`src/hdl/cfgtok_pkg.sv`:
```
// Shared types, codes and character constants for the configuration text tokenizer.
package cfgtok_pkg;

	localparam int POSITION_WIDTH = 16;
	localparam int NUMBER_WIDTH   = 32;

	localparam int POS_OUT_W = 16;
	localparam int NUM_OUT_W = 32;
	localparam int LEN_W     = 16;

	localparam logic [LEN_W-1:0] LEN_MAX = '1;

	// event codes
	localparam logic [1:0] EV_TEXT  = 2'd0;
	localparam logic [1:0] EV_TOKEN = 2'd1;
	localparam logic [1:0] EV_ERROR = 2'd2;

	// token kinds
	localparam logic [2:0] K_EOF     = 3'd0;
	localparam logic [2:0] K_LBRACE  = 3'd1;
	localparam logic [2:0] K_RBRACE  = 3'd2;
	localparam logic [2:0] K_EQUAL   = 3'd3;
	localparam logic [2:0] K_STRING  = 3'd4;
	localparam logic [2:0] K_NUMERAL = 3'd5;
	localparam logic [2:0] K_IDENT   = 3'd6;

	// error codes
	localparam logic [1:0] ERR_SYMBOL      = 2'd0;
	localparam logic [1:0] ERR_UNPRINTABLE = 2'd1;
	localparam logic [1:0] ERR_ESCAPE      = 2'd2;

	// character constants
	localparam logic [7:0] CH_NUL    = 8'h00;
	localparam logic [7:0] CH_TAB    = 8'h09;
	localparam logic [7:0] CH_LF     = 8'h0A;
	localparam logic [7:0] CH_CR     = 8'h0D;
	localparam logic [7:0] CH_SPACE  = 8'h20;
	localparam logic [7:0] CH_QUOTE  = 8'h22;
	localparam logic [7:0] CH_HASH   = 8'h23;
	localparam logic [7:0] CH_DOT    = 8'h2E;
	localparam logic [7:0] CH_0      = 8'h30;
	localparam logic [7:0] CH_9      = 8'h39;
	localparam logic [7:0] CH_EQUAL  = 8'h3D;
	localparam logic [7:0] CH_UA     = 8'h41;
	localparam logic [7:0] CH_UZ     = 8'h5A;
	localparam logic [7:0] CH_BSLASH = 8'h5C;
	localparam logic [7:0] CH_UNDER  = 8'h5F;
	localparam logic [7:0] CH_LA     = 8'h61;
	localparam logic [7:0] CH_LN     = 8'h6E;
	localparam logic [7:0] CH_LR     = 8'h72;
	localparam logic [7:0] CH_LT     = 8'h74;
	localparam logic [7:0] CH_LZ     = 8'h7A;
	localparam logic [7:0] CH_LBRACE = 8'h7B;
	localparam logic [7:0] CH_RBRACE = 8'h7D;
	localparam logic [7:0] CH_TILDE  = 8'h7E;

	// one result transaction
	typedef struct packed {
		logic [1:0]           ev;
		logic [2:0]           kind;
		logic [7:0]           ch;
		logic [NUM_OUT_W-1:0] num;
		logic [POS_OUT_W-1:0] line;
		logic [POS_OUT_W-1:0] col;
		logic [LEN_W-1:0]     len;
		logic [1:0]           err;
		logic                 last;
	} res_t;

	function automatic logic is_digit(input logic [7:0] c);
		return (c >= CH_0) && (c <= CH_9);
	endfunction

	function automatic logic is_alpha(input logic [7:0] c);
		return ((c >= CH_LA) && (c <= CH_LZ)) || ((c >= CH_UA) && (c <= CH_UZ));
	endfunction

	// translate the byte after a backslash; zero means invalid escape
	function automatic logic [7:0] esc_xlate(input logic [7:0] c);
		logic [7:0] t;
		case (c)
			CH_LN:     t = CH_LF;
			CH_LT:     t = CH_TAB;
			CH_LR:     t = CH_CR;
			CH_BSLASH: t = CH_BSLASH;
			default:   t = CH_NUL;
		endcase
		return t;
	endfunction

endpackage

```
`src/hdl/config_text_tokenizer_core.sv`:
```
// Character-stream tokenizer: input register, decode logic and a two-entry result queue.
// Flow: a character accepted into the input register is decoded combinationally and written
//   to the result queue when it fires; its results are then taken from the queue.
// Throughput: one character per cycle while each character yields at most one result and
//   res_stall is low; a character that closes a token and starts the next yields two results.
// Reset: arst_n clears mode, positions, counters, the input valid flag and the result queue control.
module config_text_tokenizer_core
	import cfgtok_pkg::*;
(
	input  logic                 clk,
	input  logic                 arst_n,
	input  logic                 char_valid,
	output logic                 char_stall,
	input  logic [7:0]           character,
	input  logic                 end_of_input,
	output logic                 res_valid,
	input  logic                 res_stall,
	output logic [1:0]           event_res,
	output logic [2:0]           token_kind,
	output logic [7:0]           text_char,
	output logic [NUM_OUT_W-1:0] number_value,
	output logic [POS_OUT_W-1:0] token_line,
	output logic [POS_OUT_W-1:0] token_column,
	output logic [LEN_W-1:0]     token_length,
	output logic [1:0]           error_code,
	output logic                 last
);

	localparam logic [2:0] M_BETWEEN = 3'd0;
	localparam logic [2:0] M_COMMENT = 3'd1;
	localparam logic [2:0] M_STRING  = 3'd2;
	localparam logic [2:0] M_ESCAPE  = 3'd3;
	localparam logic [2:0] M_NUMERAL = 3'd4;
	localparam logic [2:0] M_IDENT   = 3'd5;
	localparam logic [2:0] M_DROP    = 3'd6;

	localparam int ACC_W = NUMBER_WIDTH + 4;

	// input register
	logic       s1_valid;
	logic [7:0] char_s1;
	logic       eoi_s1;

	// tokenizer state
	logic [2:0]                mode_q;
	logic [POSITION_WIDTH-1:0] line_q, col_q, sline_q, scol_q;
	logic [LEN_W-1:0]          len_q;
	logic [NUMBER_WIDTH-1:0]   acc_q;

	logic [2:0]                mode_d;
	logic [POSITION_WIDTH-1:0] line_d, col_d, sline_d, scol_d;
	logic [LEN_W-1:0]          len_d;
	logic [NUMBER_WIDTH-1:0]   acc_d;

	// result queue
	res_t       ent_q [2];
	logic       rd_q, wr_q;
	logic [1:0] cnt_q;

	logic       pop, fire, end_cond;
	logic [1:0] free, n_res;
	res_t       r0, r1;

	// token-start helper outputs
	logic                    b_valid, b_start;
	res_t                    b_res;
	logic [2:0]              b_mode;
	logic [LEN_W-1:0]        b_len;
	logic [NUMBER_WIDTH-1:0] b_acc;

	logic [LEN_W-1:0] len_inc;
	logic [ACC_W-1:0] acc_wide;
	logic [7:0]       esc_ch;
	logic             c_blank, c_printable;

	// handshake
	assign pop        = (cnt_q != 2'd0) && !res_stall;
	assign free       = 2'd2 - cnt_q + {1'b0, pop};
	assign fire       = s1_valid && (n_res <= free);
	assign char_stall = s1_valid && !fire;
	assign res_valid  = cnt_q != 2'd0;

	// hold the accepted character
	always_ff @(posedge clk or negedge arst_n) begin
		if (!arst_n) begin
			s1_valid <= 1'b0;
		end else if (!char_stall) begin
			s1_valid <= char_valid;
		end
	end

	always_ff @(posedge clk) begin
		if (char_valid && !char_stall) begin
			char_s1 <= character;
			eoi_s1  <= end_of_input;
		end
	end

	assign end_cond    = eoi_s1 ||
		((char_s1 == CH_NUL) && (mode_q != M_STRING) && (mode_q != M_ESCAPE));
	assign c_blank     = (char_s1 == CH_SPACE) || (char_s1 == CH_TAB) || (char_s1 == CH_LF);
	assign c_printable = (char_s1 >= CH_SPACE) && (char_s1 <= CH_TILDE);
	assign len_inc     = (len_q == LEN_MAX) ? len_q : len_q + 1'b1;
	assign esc_ch      = esc_xlate(char_s1);

	// accumulate a digit: acc*10 + d, saturating
	assign acc_wide = ({4'b0, acc_q} << 3) + ({4'b0, acc_q} << 1) +
		ACC_W'(char_s1 - CH_0);

	// classify a character seen between tokens
	always_comb begin
		b_valid        = 1'b0;
		b_start        = 1'b0;
		b_mode         = M_BETWEEN;
		b_len          = '0;
		b_acc          = '0;
		b_res          = '0;
		b_res.line     = POS_OUT_W'(line_q);
		b_res.col      = POS_OUT_W'(col_q);
		if (c_blank) begin
			b_mode = M_BETWEEN;
		end else if (char_s1 == CH_HASH) begin
			b_mode = M_COMMENT;
		end else if ((char_s1 == CH_LBRACE) || (char_s1 == CH_RBRACE) ||
				(char_s1 == CH_EQUAL)) begin
			b_valid    = 1'b1;
			b_res.ev   = EV_TOKEN;
			b_res.kind = (char_s1 == CH_LBRACE) ? K_LBRACE :
				((char_s1 == CH_RBRACE) ? K_RBRACE : K_EQUAL);
			b_res.ch   = char_s1;
			b_res.len  = LEN_W'(1);
		end else if (char_s1 == CH_QUOTE) begin
			b_mode  = M_STRING;
			b_start = 1'b1;
		end else if (is_digit(char_s1)) begin
			b_mode     = M_NUMERAL;
			b_start    = 1'b1;
			b_len      = LEN_W'(1);
			b_acc      = NUMBER_WIDTH'(char_s1 - CH_0);
			b_valid    = 1'b1;
			b_res.ev   = EV_TEXT;
			b_res.kind = K_NUMERAL;
			b_res.ch   = char_s1;
			b_res.len  = LEN_W'(1);
		end else if (is_alpha(char_s1) || (char_s1 == CH_UNDER)) begin
			b_mode     = M_IDENT;
			b_start    = 1'b1;
			b_len      = LEN_W'(1);
			b_valid    = 1'b1;
			b_res.ev   = EV_TEXT;
			b_res.kind = K_IDENT;
			b_res.ch   = char_s1;
			b_res.len  = LEN_W'(1);
		end else begin
			b_mode     = M_DROP;
			b_valid    = 1'b1;
			b_res.ev   = EV_ERROR;
			b_res.err  = ERR_SYMBOL;
		end
	end

	// decode one character against the current mode
	always_comb begin
		res_t txt, err_r, eof_r, cls;

		mode_d  = mode_q;
		line_d  = line_q;
		col_d   = col_q;
		sline_d = sline_q;
		scol_d  = scol_q;
		len_d   = len_q;
		acc_d   = acc_q;
		r0      = '0;
		r1      = '0;
		n_res   = 2'd0;

		txt      = '0;
		txt.ev   = EV_TEXT;
		txt.line = POS_OUT_W'(sline_q);
		txt.col  = POS_OUT_W'(scol_q);
		txt.len  = len_inc;
		txt.ch   = char_s1;

		err_r      = '0;
		err_r.ev   = EV_ERROR;
		err_r.line = POS_OUT_W'(line_q);
		err_r.col  = POS_OUT_W'(col_q);

		eof_r      = '0;
		eof_r.ev   = EV_TOKEN;
		eof_r.kind = K_EOF;
		eof_r.line = POS_OUT_W'(line_q);
		eof_r.col  = POS_OUT_W'(col_q);

		cls      = '0;
		cls.ev   = EV_TOKEN;
		cls.kind = (mode_q == M_NUMERAL) ? K_NUMERAL : K_IDENT;
		cls.num  = (mode_q == M_NUMERAL) ? NUM_OUT_W'(acc_q) : '0;
		cls.line = POS_OUT_W'(sline_q);
		cls.col  = POS_OUT_W'(scol_q);
		cls.len  = len_q;

		if (end_cond) begin
			unique case (mode_q)
				M_DROP: begin
					n_res = 2'd0;
				end
				M_STRING: begin
					r0     = err_r;
					r0.err = ERR_UNPRINTABLE;
					n_res  = 2'd1;
				end
				M_ESCAPE: begin
					r0     = err_r;
					r0.err = ERR_ESCAPE;
					n_res  = 2'd1;
				end
				M_NUMERAL, M_IDENT: begin
					r0    = cls;
					r1    = eof_r;
					n_res = 2'd2;
				end
				default: begin
					r0    = eof_r;
					n_res = 2'd1;
				end
			endcase
			// start over for a new text
			mode_d  = M_BETWEEN;
			line_d  = '0;
			col_d   = '0;
			sline_d = '0;
			scol_d  = '0;
			len_d   = '0;
			acc_d   = '0;
		end else begin
			unique case (mode_q)
				M_COMMENT: begin
					if (char_s1 == CH_LF) begin
						mode_d = M_BETWEEN;
					end
				end
				M_STRING: begin
					if (char_s1 == CH_QUOTE) begin
						r0      = '0;
						r0.ev   = EV_TOKEN;
						r0.kind = K_STRING;
						r0.line = POS_OUT_W'(sline_q);
						r0.col  = POS_OUT_W'(scol_q);
						r0.len  = len_q;
						n_res   = 2'd1;
						mode_d  = M_BETWEEN;
					end else if (char_s1 == CH_BSLASH) begin
						mode_d = M_ESCAPE;
					end else if (c_printable) begin
						len_d    = len_inc;
						r0       = txt;
						r0.kind  = K_STRING;
						n_res    = 2'd1;
					end else begin
						r0     = err_r;
						r0.err = ERR_UNPRINTABLE;
						n_res  = 2'd1;
						mode_d = M_DROP;
					end
				end
				M_ESCAPE: begin
					if (esc_ch != CH_NUL) begin
						len_d   = len_inc;
						r0      = txt;
						r0.kind = K_STRING;
						r0.ch   = esc_ch;
						n_res   = 2'd1;
						mode_d  = M_STRING;
					end else begin
						r0     = err_r;
						r0.err = ERR_ESCAPE;
						n_res  = 2'd1;
						mode_d = M_DROP;
					end
				end
				M_NUMERAL, M_IDENT: begin
					if ((mode_q == M_NUMERAL) ? is_digit(char_s1) :
							(is_alpha(char_s1) || is_digit(char_s1) ||
							(char_s1 == CH_UNDER) || (char_s1 == CH_DOT))) begin
						len_d   = len_inc;
						r0      = txt;
						r0.kind = (mode_q == M_NUMERAL) ? K_NUMERAL : K_IDENT;
						n_res   = 2'd1;
						if (mode_q == M_NUMERAL) begin
							acc_d = (acc_wide[ACC_W-1 -: 4] != 4'd0) ? '1 :
								acc_wide[NUMBER_WIDTH-1:0];
						end
					end else begin
						// close the token, then treat the byte as between tokens
						r0     = cls;
						r1     = b_res;
						n_res  = b_valid ? 2'd2 : 2'd1;
						mode_d = b_mode;
						if (b_start) begin
							sline_d = line_q;
							scol_d  = col_q;
							len_d   = b_len;
							acc_d   = b_acc;
						end
					end
				end
				M_DROP: begin
					n_res = 2'd0;
				end
				default: begin
					r0     = b_res;
					n_res  = b_valid ? 2'd1 : 2'd0;
					mode_d = b_mode;
					if (b_start) begin
						sline_d = line_q;
						scol_d  = col_q;
						len_d   = b_len;
						acc_d   = b_acc;
					end
				end
			endcase
			// advance position, saturating
			if (char_s1 == CH_LF) begin
				if (line_q != '1) begin
					line_d = line_q + 1'b1;
				end
				col_d = '0;
			end else if (col_q != '1) begin
				col_d = col_q + 1'b1;
			end
		end

		r0.last = (n_res == 2'd1);
		r1.last = 1'b1;
	end

	// advance tokenizer state
	always_ff @(posedge clk or negedge arst_n) begin
		if (!arst_n) begin
			mode_q  <= M_BETWEEN;
			line_q  <= '0;
			col_q   <= '0;
			sline_q <= '0;
			scol_q  <= '0;
			len_q   <= '0;
			acc_q   <= '0;
		end else if (fire) begin
			mode_q  <= mode_d;
			line_q  <= line_d;
			col_q   <= col_d;
			sline_q <= sline_d;
			scol_q  <= scol_d;
			len_q   <= len_d;
			acc_q   <= acc_d;
		end
	end

	// result queue control
	always_ff @(posedge clk or negedge arst_n) begin
		if (!arst_n) begin
			rd_q  <= 1'b0;
			wr_q  <= 1'b0;
			cnt_q <= 2'd0;
		end else begin
			if (pop) begin
				rd_q <= ~rd_q;
			end
			if (fire && (n_res == 2'd1)) begin
				wr_q <= ~wr_q;
			end
			cnt_q <= cnt_q + (fire ? n_res : 2'd0) - {1'b0, pop};
		end
	end

	// result queue storage
	always_ff @(posedge clk) begin
		if (fire && (n_res != 2'd0)) begin
			ent_q[wr_q] <= r0;
		end
		if (fire && (n_res == 2'd2)) begin
			ent_q[~wr_q] <= r1;
		end
	end

	assign event_res    = ent_q[rd_q].ev;
	assign token_kind   = ent_q[rd_q].kind;
	assign text_char    = ent_q[rd_q].ch;
	assign number_value = ent_q[rd_q].num;
	assign token_line   = ent_q[rd_q].line;
	assign token_column = ent_q[rd_q].col;
	assign token_length = ent_q[rd_q].len;
	assign error_code   = ent_q[rd_q].err;
	assign last         = ent_q[rd_q].last;

	// queue never overfills
	assert property (@(posedge clk) disable iff (!arst_n) cnt_q != 2'd3)
		else $error("result queue overflow");

	// occupancy follows pushes and pops
	assert property (@(posedge clk) disable iff (!arst_n)
		1'b1 |=> cnt_q == $past(cnt_q) + ($past(fire) ? $past(n_res) : 2'd0)
			- {1'b0, $past(pop)})
		else $error("result queue count mismatch");

	// an error mid-text leaves the tokenizer dropping input
	assert property (@(posedge clk) disable iff (!arst_n)
		fire && !end_cond && (n_res == 2'd1) && (r0.ev == EV_ERROR) |=> mode_q == M_DROP)
		else $error("error did not enter drop mode");

	// end of input restarts positions
	assert property (@(posedge clk) disable iff (!arst_n)
		fire && end_cond |=> (line_q == '0) && (col_q == '0) && (mode_q == M_BETWEEN))
		else $error("end of input did not restart state");

	// text transactions always carry a nonzero length
	assert property (@(posedge clk) disable iff (!arst_n)
		res_valid && (event_res == EV_TEXT) |-> token_length != '0)
		else $error("text transaction with zero length");

endmodule
```
`config.mk`:
```
export PLATFORM = sky130hd
export DESIGN_NAME = config_text_tokenizer_core
export DESIGN_NICKNAME = d
export VERILOG_FILES = /design/src/hdl/cfgtok_pkg.sv /design/src/hdl/config_text_tokenizer_core.sv
export SDC_FILE = /design/constraint.sdc
export NUM_CORES = 1
export LEC_CHECK = 0
export ABC_AREA = 1
export BUFFER_PORTS_ARGS = -buffer_cell sky130_fd_sc_hd__buf_2
export CORE_MARGIN = 5
export CORE_UTILIZATION = 40
export CTS_CLUSTER_DIAMETER = 40
export DETAILED_ROUTE_END_ITERATION = 8
export GPL_ROUTABILITY_DRIVEN = 0
export HOLD_SLACK_MARGIN = 0.05
export PLACE_DENSITY = 0.63
export SLEW_MARGIN = 15
export SYNTH_ARGS = -nofsm -noshare
export SYNTH_HDL_FRONTEND = slang
export SYNTH_SLANG_ARGS = --single-unit
```
`constraint.sdc`:
```
create_clock -name clk -period 8.1 [get_ports clk]
set_input_delay 0.405 -clock clk [delete_from_list [all_inputs] [get_ports clk]]
set_output_delay 0.405 -clock clk [all_outputs]
set_load 0.005 [all_outputs]
```
Yosys cells after proc, flatten, opt, wreduce, memory -nomap -nowiden
Memory sizes are Yosys's and may differ from the RTL's.
Index checks and enable logic that the tools add are counted.
W data, S select, Z words.
Word-level totals
  input port bits: 13
  memories: 1
  latch bits: 0
  bits in writable memories: 192
  memory bits (read-only): 0
  register bits after elaboration: 129
  output and inout port bits: 98
  logic and storage cells: 224
Memory list
  ent_q: depth 2, bits a word 96, read ports 1, clocked after memory_dff 0, write ports 2, RTL line config_text_tokenizer_core.sv:56  | res_t ent_q [2];
Operators by class
  reductions and logical operators: 43
  multipliers: 0
  bitwise gates (word level): 2
  div/mod/pow operators: 0
  shifts and indexed selects: 0
  eq/ne operators: 38
  add/sub/neg operators: 11
  mux-type cells: 107
  $lt $le $gt $ge: 9
Operator list (number)
  $mux W96: 8
  $pmux W96 S4: 2
  $mux W16: 25
  $mux W32: 11
  $mux W95: 2
  $mux W13: 5
  $pmux W16 S2: 2
  $pmux W16 S4: 1
  $pmux W32 S2: 1
  $eq A8 B7 Y1 const B: 7
  $mux W18: 3
  $add A16 B1 Y16 const B: 3
  $eq A8 B6 Y1 const B: 5
  $add A35 B33 Y36: 1
  $add A36 B36 Y36: 1
  $mux W3: 12
  $ne A16 B16 Y1 const B: 2
  $pmux W7 S4: 1
  $le A8 B7 Y1 const B: 3
  $mux W1: 21
  $mux W2: 9
  $ne A3 B3 Y1 const B: 6
  $sub A8 B6 Y9 const B: 2
  $eq A16 B16 Y1 const B: 1
  other kinds (38): 76

Longest topological paths before layout
  word-level depth: 16
  mapped depth: 28
  gate-level depth less buffers: 27

Least setup slack after synthesis
Ideal clock, no wire load.
  path kind: register -> register
  start point: register char_s1[4]
  end point: register acc_q[4]
  data required time: 7.984 ns
  path buffers: 1
  arrival time: 4.867 ns
  slack: 3.116 ns
  period minus slack after synthesis: 4.984 ns
  cell stages (with the launch flop): 20
  library setup time: 0.116 ns
  cells stage by stage: edfxtp_1 -> ha_1 -> nor2_1 -> fa_1 -> ha_1 -> nand2_1 -> inv_1 -> a21oi_1 -> nor2_1 -> nor2_1 -> nor2_1 -> nor3b_1 -> nand3_1 -> nand2_1 -> nand2_1 -> nor2_4 -> buf_2 -> nand3_1 -> nand2_1 -> nand2_1
On the way
  cells in the longest elaborated chain, start to end: 14
  elaborated cells on any way between the ends: 71
  those cells by class: add/sub: 3; order compare: 7; eq/ne: 13; mux: 29; reduce/logical: 19
Ends and longest elaborated chain
  start: declaration: RTL line config_text_tokenizer_core.sv:41  | logic [7:0] char_s1;
  start signal: assignment: RTL line config_text_tokenizer_core.sv:94  | char_s1 <= character;
  parallel branches: the longest is 14 deep, another holds $add A36 B36 Y36
  end signal: assignment: RTL line config_text_tokenizer_core.sv:347  | acc_q <= '0;
  end signal: assignment: RTL line config_text_tokenizer_core.sv:355  | acc_q <= acc_d;
  end: declaration: RTL line config_text_tokenizer_core.sv:48  | logic [NUMBER_WIDTH-1:0] acc_q;
Several ways; the timed one is not identified. The select of a mux whose other input is x is not followed.
A chain may end at the register's enable or synchronous reset.

Worst setup path after layout
  start point: register mode_q[2]
  end point: register acc_q[3]
On the way
  cells in the longest elaborated chain, start to end: 8
  elaborated cells on any way between the ends: 27
  those cells by class: order compare: 1; eq/ne: 10; mux: 8; reduce/logical: 8
Ends and longest elaborated chain
  start: declaration: RTL line config_text_tokenizer_core.sv:45  | logic [2:0] mode_q;
  start signal: assignment: RTL line config_text_tokenizer_core.sv:349  | mode_q <= mode_d;
  $eq A3 B3 Y1 or $ne A3 B2 Y1 (tied branches)
  $mux W1 or $logic_and A1 B1 Y1 (tied branches): RTL line config_text_tokenizer_core.sv:283, config_text_tokenizer_core.sv:100
  $mux W2 or $logic_and A1 B1 Y1 (tied branches): RTL line config_text_tokenizer_core.sv:283, config_text_tokenizer_core.sv:100
  $pmux W2 S4 or $logic_or A1 B1 Y1 (tied branches): RTL line config_text_tokenizer_core.sv:237, config_text_tokenizer_core.sv:99
  $mux W2: RTL line config_text_tokenizer_core.sv:203  | if (end_cond) begin
  $le A2 B2 Y1: RTL line config_text_tokenizer_core.sv:79  | assign fire = s1_valid && (n_res <= free);
  $logic_and A1 B1 Y1: RTL line config_text_tokenizer_core.sv:79
  $reduce_and A3 Y1 (no line)
Several ways; a longest one is shown, not always the timed one.

==> flow_summary.toml <==
[global_route]
grtUsageTotal_pct = 21.6
grt_pass1_vias = 18200
grt_max_degree = 94
antenna_found_initial = 1
grt-ovfl-total = 0
grt_pass1_wl_um = 101000

[power]
leakagePower_nw = 11.3
powerDensity_nw_per_um2 = 468
ir_drop_v = 0.000242

[sta]
holdWs_ps = 171
fmax_ghz = 0.157
fin_skew_ps = 27.2
timing_hold_violations_final = 0
grt_setup_unrepaired = "false"
finalCritPeriodShare_pct = 78.8
fin_ws_ps = 1720
slew_headroom_pct = 21.0
fin_crit_ps = 6380
tightest_slew_ps = 1180
setup_viol = 0
drv_slew = 0
final.setup.tns_ps = 0

[layout]
area_growth_syn_to_layout_pct = 12.5
nFillCells = 5382
fin_nets = 3151
drive_gt1_share_pct = 9.23
final_cells = 3787
register_area_um2 = 8040
multi_input_area_um2 = 11200

[yosys]
ys_seq_area_share_pct = 38.1
syn_avg_cell_area_um2 = 6.99
netlist_area_um2 = 21100
synthMostInstantiatedCell = "nand2_1"
synthCells = 3021
ys_warn_count = 0
synth_edf_count = 101
async_flop_share_pct = 37.4
ys_ff_latch = 321
ys.flop_type = "dfrtp_1"
yosysUniqueCellTypes = 61
yosysTopAreaCellShare_pct = 17.5
synthTopCellsByCount = "986 x nand2_1, 281 x nor2_1, 277 x inv_1"
synth_top_area_cell = "nand2_1"
synthTopCellsByArea = "nand2_1 18%, edfxtp_1 14%, dfrtp_1 14%, dfxtp_1 9.5%, o21ai_0 6.0%"

[job]
max_cap_violations = 0

[hold_path]
min_path_type = "in -> reg"

[drt]
dr_total_vias = 20000
avgRoutedWirePerCell_um = 16.8
drc = 0
vias_per_cell = 5.29
finalWirelength_um = 63700
antenna_left = 0
dr.pass1.iters = 5
detail_route.iter0.violations = 1825

[placed_design]
dp_hpwl_um = 44000
pre_cts_ws_ps = 1890
portBuffers = 110
dp.cells = 3684

[floorplanning]
io_pins = 111
core_area_um2 = 52400
die_h_um = 240
initial_core_util_pct = 40.2
die_area_um2 = 57500
rows = 84
die_w_um = 240

[clocking]
cts_setup_buffers = 0
htree_num_levels = 2
cts_made_buffers = 49
cts_root_buffer = "clkbuf_16"
clock_sinks = 321
clk_latency_ps = 590
cts_tree = "built"
clkTransAtPathRegs_ps = 60
clk_path_buf_depth = 3

[setup_path]
r2r_cells = 24
r2r_end = "acc_q[3]$_DFFE_PN0P_"
r2r-start = "mode_q[2]$_DFFE_PN0P_"
ff2ff_setup_slack_ps = 1720
required_ps = 8570
worstPathMaxFanout = 33
arrival_ps = 6850
path_class = "reg -> reg"
cp-end-kind = "register"
worstSetupEndpoint = "acc_q[3]$_DFFE_PN0P_"
crit_start = "mode_q[2]$_DFFE_PN0P_"
startpoint_type = "register"

[outcome]
outcome = "completed"
## final cells by class
cell class                 instances  share of cell area, %
clock inverter                    32                   1.59
antenna                            1                 0.0105
multi-input combinational       2246                   47.2
sequential                       321                   33.9
inverter                         301                   4.77
tap                              688                   3.62
clock buffer                      60                   5.68
timing repair buffer             138                   3.32
## cells in the final DEF, fill, tap and decap left out, types with 6 or more instances in the layout
| cell type | synthesis | routed |
|---|---|---|
| a21boi_0 | 7 | 7 |
| a21o_1 | 7 | 7 |
| a21oi_1 | 114 | 114 |
| a22oi_1 | 36 | 36 |
| buf_2 | 51 | 109 |
| buf_4 | 10 | 19 |
| clkbuf_16 | 0 | 50 |
| clkbuf_8 | 0 | 6 |
| dfrtp_1 | 120 | 119 |
| dfxtp_1 | 100 | 100 |
| dlygate4sd3_1 | 0 | 10 |
| edfxtp_1 | 101 | 101 |
| fa_1 | 31 | 31 |
| ha_1 | 50 | 50 |
| inv_1 | 277 | 277 |
| inv_2 | 20 | 21 |
| inv_6 | 0 | 8 |
| nand2_1 | 986 | 984 |
| nand2_2 | 10 | 12 |
| nand3_1 | 205 | 205 |
| nand3b_1 | 17 | 17 |
| nand4_1 | 26 | 26 |
| nor2_1 | 281 | 279 |
| nor2_2 | 10 | 12 |
| nor2_4 | 8 | 8 |
| nor3_1 | 34 | 34 |
| o211ai_1 | 11 | 11 |
| o21ai_0 | 253 | 253 |
| o21ai_1 | 42 | 42 |
| o21bai_1 | 7 | 7 |
| o22ai_1 | 23 | 23 |
| xnor2_1 | 14 | 14 |
| xor2_1 | 28 | 28 |
## what timing repair did
action,in CTS,in global routing
endpoints found under the hold margin,61,0
gates resized for setup,0,0
hold buffers,10,0
## power by group
group | leakage, nW | internal, mW | switching, mW
Clock | 0.838 | 1.37 | 0.828
Sequential | 3.39 | 2.44 | 0.440
Combinational | 7.06 | 1.78 | 4.25
Total | 11.3 | 5.59 | 5.52
## per-stage QoR
step / cell area [µm²] / power [mW] / util (%)
3_3_place_gp: 21900 / 8.85 / 41.8
4_1_cts: 23700 / 11.1 / 45.3
6_report: 23800 / 11.1 / 45.3
5_1_grt: 23800 / 12.0 / 45.3
3_5_place_dp: 21900 / 8.89 / 41.8
2_1_floorplan: 21100 / 7.17 / -
## critical path: stages (launching register included)
cell,delay [ps]
dfrtp_1,490
inv_2,100
nor2_4,500
inv_2,330
nor2_2,830
nand2_1,210
nand2_4,310
nand2_1,110
nand2_1,70
nand2_1,60
a21oi_1,260
ha_1,290
nand2_1,70
nand2_1,50
nand2_1,200
inv_1,420
nand2_1,190
inv_1,80
o21ai_2,50
buf_4,360
inv_1,70
nand2_1,870
nor2_1,110
nand2_1,110
nand2_1,50
## worst min path at each step
stage | from | endpoint | depth (start not counted)
finish | char_valid | s1_valid$_DFFE_PN0N_ | 3
global route | res_stall | rd_q$_DFFE_PN0P_ | 3
CTS | res_stall | rd_q$_DFFE_PN0P_ | 3
detailed placement | ent_q[0][0]$_SDFFE_PN1P_ | ent_q[0][0]$_SDFFE_PN1P_ | 2
global placement | ent_q[0][0]$_SDFFE_PN1P_ | ent_q[0][0]$_SDFFE_PN1P_ | 2
floorplan | arst_n | acc_q[0]$_DFFE_PN0P_ | 0
## registers in the layout, summed over array words and instances, names as in the netlist, 2 cells and up
name,count
line_q,16
sline_q,16
ent_q,192
len_q,16
col_q,16
scol_q,16
cnt_q,2
acc_q,32
char_s1,8
mode_q,3
## kinds of logic after synthesis
family	synth area share, %
other	0.0178
adders and majority gates	5.91
xor gates and xnor gates	1.74
buffers and inverters	8.95
DFF	38.1
AOI/OAI and AO/OA	14.0
and+or+nand+nor	31.3
## metal layers
layer | vias to the layer above | GRT usage (%) | wire length (µm)
met3 | 102 | 4.29 | 5170
li1 | 9914 | - | -
met2 | 715 | 32.3 | 27600
met5 | - | 0 | 0
met1 | 9305 | 32.1 | 29600
met4 | 0 | 5.50 | 1390
Power figures use the tool's default switching activity.
